**config.mk**
```make
export PLATFORM = sky130hd
export DESIGN_NAME = rational_arith_reduce
export DESIGN_NICKNAME = d
export VERILOG_FILES = /design/src/design/rar_pkg.sv /design/src/design/rar_front.sv /design/src/design/rar_queue.sv /design/src/design/rar_divider.sv /design/src/design/rar_engine.sv /design/src/design/rational_arith_reduce.sv
export SDC_FILE = /design/constraint.sdc
export NUM_CORES = 2
export LEC_CHECK = 0
export BUFFER_PORTS_ARGS = -buffer_cell sky130_fd_sc_hd__buf_4
export CORE_UTILIZATION = 45
export CTS_CLUSTER_DIAMETER = 200
export DETAILED_ROUTE_END_ITERATION = 10
export GPL_TIMING_DRIVEN = 0
export SLEW_MARGIN = 20
export SYNTH_ARGS = -nofsm -noshare
export SYNTH_HDL_FRONTEND = slang
export SYNTH_SLANG_ARGS = --single-unit
```
**constraint.sdc**
```tcl
create_clock -name clk -period 9 [get_ports clk]
set_input_delay 0.9 -clock clk [delete_from_list [all_inputs] [get_ports clk]]
set_output_delay 0.9 -clock clk [all_outputs]
set_load 0.01 [all_outputs]
```
**src/design/rar_pkg.sv**
```systemverilog
// Package for the rational arithmetic reducer: types, command codes and widths.
package rar_pkg;

	localparam int OperandWidth = 16;
	localparam int WordWidth    = 32;
	localparam int CmdWidth     = 3;
	localparam int QueueDepth   = 2;
	localparam int QueueIdxW    = 1;

	localparam logic [CmdWidth-1:0] CmdAdd = 3'd0;
	localparam logic [CmdWidth-1:0] CmdSub = 3'd1;
	localparam logic [CmdWidth-1:0] CmdMul = 3'd2;
	localparam logic [CmdWidth-1:0] CmdDiv = 3'd3;
	localparam logic [CmdWidth-1:0] CmdEqv = 3'd4;

	// Work handed from the front end to the reduction engine.
	typedef struct packed {
		logic                        eqv;
		logic                        zero_out;
		logic signed [WordWidth-1:0] n0;
		logic signed [WordWidth-1:0] d0;
		logic signed [WordWidth-1:0] n1;
		logic signed [WordWidth-1:0] d1;
	} job_t;

	// Result from the engine.
	typedef struct packed {
		logic signed [WordWidth-1:0] num;
		logic signed [WordWidth-1:0] den;
		logic                        equivalent;
	} res_t;

endpackage

```
**src/design/rar_front.sv**
```systemverilog
// Front end: accepts a transaction, registers the operands, then forms and registers the cross products.
module rar_front (
	input  logic                              clk,
	input  logic                              arst_n,
	input  logic                              in_valid,
	output logic                              in_ready,
	input  logic [rar_pkg::CmdWidth-1:0]      cmd,
	input  logic signed [rar_pkg::OperandWidth-1:0] a_num,
	input  logic signed [rar_pkg::OperandWidth-1:0] a_den,
	input  logic signed [rar_pkg::OperandWidth-1:0] b_num,
	input  logic signed [rar_pkg::OperandWidth-1:0] b_den,
	output logic                              job_valid,
	input  logic                              job_ready,
	output rar_pkg::job_t                     job
);
	localparam int W = rar_pkg::WordWidth;

	logic                    busy_q;
	logic                    phase_q;
	logic [rar_pkg::CmdWidth-1:0] cmd_q;
	logic signed [W-1:0]     an_q, ad_q, bn_q, bd_q;
	logic signed [W-1:0]     p0_q, p1_q, p2_q;
	logic signed [W-1:0]     m0, m1, m2;

	assign in_ready  = !busy_q;
	assign job_valid = busy_q && phase_q;

	// Three multiplies per cycle, selected by command.
	always_comb begin
		m0 = an_q * bd_q;
		m1 = ad_q * bn_q;
		m2 = ad_q * bd_q;
		if (cmd_q == rar_pkg::CmdMul) begin
			m0 = an_q * bn_q;
		end
	end

	// Build the job from the registered products, or from the operands for an equivalence test.
	always_comb begin
		job = '0;
		unique case (cmd_q)
			rar_pkg::CmdAdd: begin job.n0 = p0_q + p1_q; job.d0 = p2_q; end
			rar_pkg::CmdSub: begin job.n0 = p0_q - p1_q; job.d0 = p2_q; end
			rar_pkg::CmdMul: begin job.n0 = p0_q; job.d0 = p2_q; end
			rar_pkg::CmdDiv: begin job.n0 = p0_q; job.d0 = p1_q; end
			rar_pkg::CmdEqv: begin
				job.eqv = 1'b1;
				job.n0 = an_q; job.d0 = ad_q; job.n1 = bn_q; job.d1 = bd_q;
			end
			default: job.zero_out = 1'b1;
		endcase
	end

	// Busy and phase control; operand capture and product registers follow.
	always_ff @(posedge clk or negedge arst_n) begin
		if (!arst_n) begin
			busy_q  <= 1'b0;
			phase_q <= 1'b0;
		end else if (!busy_q) begin
			if (in_valid) begin
				busy_q  <= 1'b1;
				phase_q <= 1'b0;
			end
		end else if (!phase_q) begin
			phase_q <= 1'b1;
		end else if (job_ready) begin
			busy_q <= 1'b0;
		end
	end

	always_ff @(posedge clk) begin
		if (!busy_q && in_valid) begin
			cmd_q <= cmd;
			an_q  <= W'(a_num);
			ad_q  <= W'(a_den);
			bn_q  <= W'(b_num);
			bd_q  <= W'(b_den);
		end
		if (busy_q && !phase_q) begin
			p0_q <= m0;
			p1_q <= m1;
			p2_q <= m2;
		end
	end
endmodule

```
**src/design/rar_queue.sv**
```systemverilog
// Short job queue between front end and engine.
module rar_queue (
	input  logic          clk,
	input  logic          arst_n,
	input  logic          wr_valid,
	output logic          wr_ready,
	input  rar_pkg::job_t wr_job,
	output logic          rd_valid,
	input  logic          rd_ready,
	output rar_pkg::job_t rd_job
);
	rar_pkg::job_t slot_q [rar_pkg::QueueDepth];
	logic [rar_pkg::QueueIdxW-1:0] wp_q, rp_q;
	logic [rar_pkg::QueueIdxW:0]   cnt_q;
	logic wr, rd;

	assign wr_ready = cnt_q != (rar_pkg::QueueIdxW+1)'(rar_pkg::QueueDepth);
	assign rd_valid = cnt_q != '0;
	assign rd_job   = slot_q[rp_q];
	assign wr = wr_valid && wr_ready;
	assign rd = rd_valid && rd_ready;

	// Pointer and count update.
	always_ff @(posedge clk or negedge arst_n) begin
		if (!arst_n) begin
			wp_q <= '0; rp_q <= '0; cnt_q <= '0;
		end else begin
			if (wr) wp_q <= wp_q + 1'b1;
			if (rd) rp_q <= rp_q + 1'b1;
			if (wr && !rd) cnt_q <= cnt_q + 1'b1;
			else if (rd && !wr) cnt_q <= cnt_q - 1'b1;
		end
	end

	always_ff @(posedge clk) begin
		if (wr) slot_q[wp_q] <= wr_job;
	end
endmodule

```
**src/design/rar_divider.sv**
```systemverilog
// Restoring signed divider with truncating quotient and remainder, one bit a cycle.
module rar_divider (
	input  logic                                   clk,
	input  logic                                   arst_n,
	input  logic                                   start,
	input  logic signed [rar_pkg::WordWidth-1:0]   dividend,
	input  logic signed [rar_pkg::WordWidth-1:0]   divisor,
	output logic                                   done,
	output logic signed [rar_pkg::WordWidth-1:0]   quot,
	output logic signed [rar_pkg::WordWidth-1:0]   rem
);
	localparam int W = rar_pkg::WordWidth;

	logic            run_q;
	logic [5:0]      cnt_q;
	logic [W-1:0]    q_q, dv_q;
	logic [W-1:0]    r_q;
	logic            qneg_q, rneg_q;
	logic [W:0]      trial;
	logic [W:0]      shifted;
	logic [W-1:0]    ua, ub;

	assign ua = dividend[W-1] ? W'(-dividend) : W'(dividend);
	assign ub = divisor[W-1]  ? W'(-divisor)  : W'(divisor);
	assign shifted = {r_q, q_q[W-1]};
	assign trial   = shifted - {1'b0, dv_q};
	assign quot = qneg_q ? W'(-q_q) : W'(q_q);
	assign rem  = rneg_q ? W'(-r_q) : W'(r_q);

	// Iteration control: W steps then done for one cycle.
	always_ff @(posedge clk or negedge arst_n) begin
		if (!arst_n) begin
			run_q <= 1'b0;
			done  <= 1'b0;
			cnt_q <= '0;
		end else begin
			done <= 1'b0;
			if (start) begin
				run_q <= 1'b1;
				cnt_q <= '0;
			end else if (run_q) begin
				cnt_q <= cnt_q + 1'b1;
				if (cnt_q == 6'(W-1)) begin
					run_q <= 1'b0;
					done  <= 1'b1;
				end
			end
		end
	end

	always_ff @(posedge clk) begin
		if (start) begin
			q_q    <= ua;
			dv_q   <= ub;
			r_q    <= '0;
			qneg_q <= dividend[W-1] ^ divisor[W-1];
			rneg_q <= dividend[W-1];
		end else if (run_q) begin
			if (!trial[W]) begin
				r_q <= trial[W-1:0];
				q_q <= {q_q[W-2:0], 1'b1};
			end else begin
				r_q <= shifted[W-1:0];
				q_q <= {q_q[W-2:0], 1'b0};
			end
		end
	end
endmodule

```
**src/design/rar_engine.sv**
```systemverilog
// Back end: Euclidean gcd and division of each fraction, using one shared divider.
module rar_engine (
	input  logic          clk,
	input  logic          arst_n,
	input  logic          job_valid,
	output logic          job_ready,
	input  rar_pkg::job_t job,
	output logic          res_valid,
	input  logic          res_ready,
	output rar_pkg::res_t res
);
	localparam int W = rar_pkg::WordWidth;

	typedef enum logic [6:0] {
		S_IDLE = 7'b0000001,
		S_LOAD = 7'b0000010,
		S_GCD  = 7'b0000100,
		S_DIVN = 7'b0001000,
		S_DIVD = 7'b0010000,
		S_NEXT = 7'b0100000,
		S_OUT  = 7'b1000000
	} state_t;

	state_t state_q;
	logic            wait_q;
	logic            sel_q;
	rar_pkg::job_t   job_q;
	logic signed [W-1:0] n_q, d_q, x_q, y_q, g_q, rn0_q, rd0_q;
	logic            start;
	logic signed [W-1:0] dvd, dvs, quot, rem;
	logic            done;

	assign job_ready = state_q == S_IDLE;
	assign res_valid = state_q == S_OUT;

	rar_divider u_div (
		.clk(clk), .arst_n(arst_n), .start(start), .dividend(dvd), .divisor(dvs),
		.done(done), .quot(quot), .rem(rem)
	);

	// Divider operands by state.
	always_comb begin
		start = 1'b0;
		dvd = x_q;
		dvs = y_q;
		unique case (state_q)
			S_GCD:  begin dvd = x_q; dvs = y_q; start = !wait_q && (y_q != '0); end
			S_DIVN: begin dvd = n_q; dvs = g_q; start = !wait_q; end
			S_DIVD: begin dvd = d_q; dvs = g_q; start = !wait_q; end
			default: start = 1'b0;
		endcase
	end

	// Sequencer over the one or two fractions of a job.
	always_ff @(posedge clk or negedge arst_n) begin
		if (!arst_n) begin
			state_q <= S_IDLE;
			wait_q  <= 1'b0;
			sel_q   <= 1'b0;
		end else begin
			unique case (state_q)
				S_IDLE: if (job_valid) begin
					sel_q   <= 1'b0;
					state_q <= S_LOAD;
				end
				S_LOAD: begin
					wait_q <= 1'b0;
					if (job_q.zero_out || n_q == '0) state_q <= S_NEXT;
					else state_q <= S_GCD;
				end
				S_GCD: begin
					if (!wait_q) begin
						if (y_q == '0) state_q <= (x_q == '0) ? S_NEXT : S_DIVN;
						else wait_q <= 1'b1;
					end else if (done) wait_q <= 1'b0;
				end
				S_DIVN: begin
					if (!wait_q) wait_q <= 1'b1;
					else if (done) begin wait_q <= 1'b0; state_q <= S_DIVD; end
				end
				S_DIVD: begin
					if (!wait_q) wait_q <= 1'b1;
					else if (done) begin wait_q <= 1'b0; state_q <= S_NEXT; end
				end
				S_NEXT: begin
					if (job_q.eqv && !sel_q) begin
						sel_q <= 1'b1;
						state_q <= S_LOAD;
					end else state_q <= S_OUT;
				end
				S_OUT: if (res_ready) state_q <= S_IDLE;
				default: state_q <= S_IDLE;
			endcase
		end
	end

	// Datapath registers.
	always_ff @(posedge clk) begin
		unique case (state_q)
			S_IDLE: if (job_valid) begin
				job_q <= job;
				n_q   <= job.n0;
				d_q   <= job.d0;
			end
			S_LOAD: begin
				x_q <= n_q[W-1] ? W'(-n_q) : n_q;
				y_q <= d_q;
			end
			S_GCD: begin
				if (!wait_q && y_q == '0) g_q <= x_q;
				if (wait_q && done) begin
					x_q <= y_q;
					y_q <= rem;
				end
			end
			S_DIVN: if (wait_q && done) n_q <= quot;
			S_DIVD: if (wait_q && done) d_q <= quot;
			S_NEXT: if (job_q.eqv && !sel_q) begin
				rn0_q <= n_q;
				rd0_q <= d_q;
				n_q   <= job_q.n1;
				d_q   <= job_q.d1;
			end
			default: begin end
		endcase
	end

	// Result forming.
	always_comb begin
		res = '0;
		if (job_q.zero_out) res = '0;
		else if (job_q.eqv) res.equivalent = (rn0_q == n_q) && (rd0_q == d_q);
		else begin
			res.num = n_q;
			res.den = d_q;
		end
	end
endmodule

```
**src/design/rational_arith_reduce.sv**
```systemverilog
// Top level of the rational arithmetic reducer.
// Usage: an input transaction on s_axis carries a command and two fractions a and b;
// for each one, exactly one result transaction leaves on m_axis.
// Commands are add, subtract, multiply, divide and equivalence test; unused codes give zeros.
// The front end registers the operands, forms the 32-bit cross products in a registered
// multiply step and pushes a job into a two-entry queue.
// The back end runs a Euclidean gcd on one shared 32-step restoring divider, then
// divides numerator and denominator by the gcd. An equivalence test reduces both
// fractions in turn; a zero numerator skips reduction.
// The front end accepts the next transaction while the back end works, until the
// queue is full. A stalled receiver holds the result in the back end, which then
// stops taking jobs, and the queue fills back to the input.
// Reset clears all handshake and sequencer state; no item is pending after it.
module rational_arith_reduce (
	input  logic        clk,
	input  logic        arst_n,
	input  logic        s_axis_tvalid,
	output logic        s_axis_tready,
	// tdata: cmd[2:0], a_num[18:3], a_den[34:19], b_num[50:35], b_den[66:51], zeros to 71
	input  logic [71:0] s_axis_tdata,
	output logic        m_axis_tvalid,
	input  logic        m_axis_tready,
	// tdata: res_num[31:0], res_den[63:32], equivalent[64], zeros to 71
	output logic [71:0] m_axis_tdata
);
	logic          jv, jr, qv, qr;
	rar_pkg::job_t fj, qj;
	rar_pkg::res_t r;

	rar_front u_front (
		.clk(clk), .arst_n(arst_n), .in_valid(s_axis_tvalid), .in_ready(s_axis_tready),
		.cmd(s_axis_tdata[2:0]), .a_num(s_axis_tdata[18:3]), .a_den(s_axis_tdata[34:19]),
		.b_num(s_axis_tdata[50:35]), .b_den(s_axis_tdata[66:51]),
		.job_valid(jv), .job_ready(jr), .job(fj)
	);

	rar_queue u_queue (
		.clk(clk), .arst_n(arst_n), .wr_valid(jv), .wr_ready(jr), .wr_job(fj),
		.rd_valid(qv), .rd_ready(qr), .rd_job(qj)
	);

	rar_engine u_engine (
		.clk(clk), .arst_n(arst_n), .job_valid(qv), .job_ready(qr), .job(qj),
		.res_valid(m_axis_tvalid), .res_ready(m_axis_tready), .res(r)
	);

	assign m_axis_tdata = {7'd0, r.equivalent, r.den, r.num};
endmodule
```
==> metrics.md <==
| Metric | Value |
|---|---|
| Status | `complete, but fails checks` |
| Failing checks | `setup timing` |
| H-tree depth | `3` |
| Reg with most FFs | `u_queue.slot_q` |
| CTS tree | `yes` |
| Kind of critical path | `reg2reg` |
| Sink Count | `738` |
| Synth async-reset ratio | `0.03117` |
| Via Count | `58660` |
| Sequential share of the synthesized area | `0.2807` |
| Post-DP Area | `approximately 82000 µm²` |
| Commonest non-fill, non-tap cells in the layout | `inv_1 (1268), fa_1 (1050), nand2_1 (840)` |
| Worst Path Required | `9370 ps` |
| Met3 Use GR | `0.05504` |
| Max FFs per register | `196` |
| Total gr overflow | `0` |
| Slew @ Worst Pin | `1362 ps` |
| Fin area | `84710 µm²` |
| Syn avg cell area | `~10 µm²` |
| Post-route ant nets | `0` |
| Max-slew violations | `0` |
| Max_slew headroom | `0.09225` |
| Minimum clock period | `9009 ps` |
| Post-DP HPWL | `223.9 mm` |
| Final worst path period share | `1.001` |
| Unrepaired setup endpoints after global routing | `no` |
| Reg clk slew, reported paths | `60 ps` |
| Core area | `170000 µm²` |
| Root Buffer | `clkbuf_16` |
| Fin nets | `9522` |
| Iter 0 DRT Violations | `5573` |
| Io pins | `150` |
| Worst hold path type | `in2async` |
| Vias/cell | `5.699` |
| Met2 Usage GRT | `0.5195` |
| Final hold viol count | `0` |
| 1st-pass router iterations | `6` |
| First-pass GRT wire length | `400.9 mm` |
| Max clock buf depth | `3` |
| Regs by FF count | `u_queue.slot_q (196), u_engine.job_q (34)` |
| Synthesized flop and latch total | `738` |
| Inserted Clock Buffers | `87` |
| Initial cell density of the core | `0.4552` |
| MaxCap Viol Count | `0` |
| DRC | `0` |
| Number of library cell types mapped by synthesis | `99` |
| EDFF count, synth | `slightly below 700` |
| GR Util All Layers | `0.3212` |
| Inst Count DP | `10120` |
| Pin count of the biggest net entering global routing | `57` |
| Vias in the first global route | `58780` |
| Die Area | `173700 µm²` |
| Final setup fails | `1` |
| RePlAce Congestion | `about 1` |
| Dominant synthesized flop cell | `edfxtp_1` |
| Worst-case reg-to-reg path depth | `20` |
| DP Worst Slack | `-120.8 ps` |
| Startpoint Class | `flip-flop` |
| GR Util met1 | `0.3933` |
| Critical path fanouts, max | `10` |
| GRT busiest layer | `met2` |
| Die width | `about 420 µm` |
| Row cnt | `about 150` |
| Commonest non-fill, non-tap cell in the layout | `inv_1` |
| Cell Count, Final, Fillers Out | `10290` |
| WHS | `62.14 ps` |
| PortBufs | `137` |
| Fmax | `111.0 MHz` |
| Clk_lat worst skew | `740 ps` |
| CP arrival | `~9400 ps` |
| Post-Syn Area | `77400 µm²` |
| WL/cell | `26.96 µm` |
| Share of post-route cells with drive strength above 1 | `0.05370` |
| Initial antenna violation count | `30` |
| Worst setup margin | `-9.317 ps` |
| Ys Warns | `0` |
| Die H | `about 420 µm` |
| Detailed Route WL | `277.5 mm` |
| Final Skew | `42.89 ps` |
| Area delta synth->final | `9.451%` |
| Worst Setup End Kind | `flip-flop` |
| Cell count after synthesis | `roughly 7700` |
[path summary, 6_finish.rpt]
path | startpoint | end | slack (ps)
max | u_front.bn_q[15] | u_front.p0_q[30] | -9
min | arst_n | u_engine.u_div.cnt_q[3] | 60
max reg2reg | u_front.bn_q[15] | u_front.p0_q[30] | -9
min reg2reg | u_engine.n_q[31] | u_engine.rn0_q[31] | 440
max in group asynchronous | arst_n | u_engine.state_q[0] | 8590
min in group clk | s_axis_tdata[63] | u_front.bd_q[12] | 330
[logic make-up after synthesis]
logic type | synth area share
other | 0.00004845
AO/OA/AOI/OAI | 0.09229
flip-flops | 0.2807
buffers and inverters | 0.08172
adder cells (fa/ha/maj) | 0.3361
multiplexers | 0.02022
XOR/XNOR | 0.04764
AND/OR/NAND/NOR | 0.1412
[Yosys cell counts, types with 65 or more instances]
cell	instances	area, µm²
o221ai_1	65	569.3
nor2_1	284	1066
edfxtp_1	683	20510
nand2_1	840	3153
nand2b_1	69	431.7
fa_1	1050	21020
inv_1	1272	4775
mux2i_1	117	1171
xor2_1	182	1594
a21o_1	69	518.0
and2_1	567	3547
nor3_1	104	520.5
nor2b_1	72	450.4
clkbuf_1	343	1287
ha_1	399	4992
a21oi_1	272	1361
o21ai_0	294	1471
xnor2_1	239	2093
[through the flow]
step,TNS (ps),utilization
2_1_floorplan,0,-
3_3_place_gp,-43410,0.4777
3_5_place_dp,-120.8,0.4810
4_1_cts,0,0.4977
5_1_grt,0,0.4980
6_report,-9.317,0.4982
[critical path, cell delays in order (launching register included)]
cell,delay [ps]
edfxtp_1,950
clkinvlp_4,780
clkbuf_1,540
nor2_1,240
fa_1,450
fa_1,460
fa_1,520
fa_1,440
fa_1,490
inv_1,50
fa_1,470
inv_1,60
ha_1,350
and3_1,220
nand2_1,80
o31ai_2,640
a41oi_1,350
o21bai_1,290
a41oi_1,170
xor2_1,190
mux2i_1,860
[metal layers]
metal | up-vias | part of all wire
li1 | 25730 | -
met5 | - | 0.00023
met1 | 29800 | 0.38
met4 | 10 | 0.082
met3 | 622 | 0.075
met2 | 2505 | 0.46
[timing repair]
| action | CTS | global route |
|---|---|---|
| gates resized for setup | 1 | 7 |
| setup endpoints to repair | 1 | 3 |
| setup buffers | 3 | 3 |
| hold buffers | 0 | 0 |
[final cells by class]
| cell class | instances | area (µm²) |
|---|---|---|
| multi-input cells | 5338 | 49460 |
| clock inverters | 44 | 495.5 |
| clock buffers | 111 | 2308 |
| fillers | 15810 | 85330 |
| flip-flops and latches | 738 | 21730 |
| repair buffers | 166 | 1550 |
| plain buffers | 392 | 1570 |
| diodes | 13 | 32.53 |
| inverters | 1274 | 4792 |
| well taps | 2218 | 2775 |
Power is left out: the tool's default activity adds up to more than one toggle a clock period on the data nets, which glitch-free logic cannot reach.
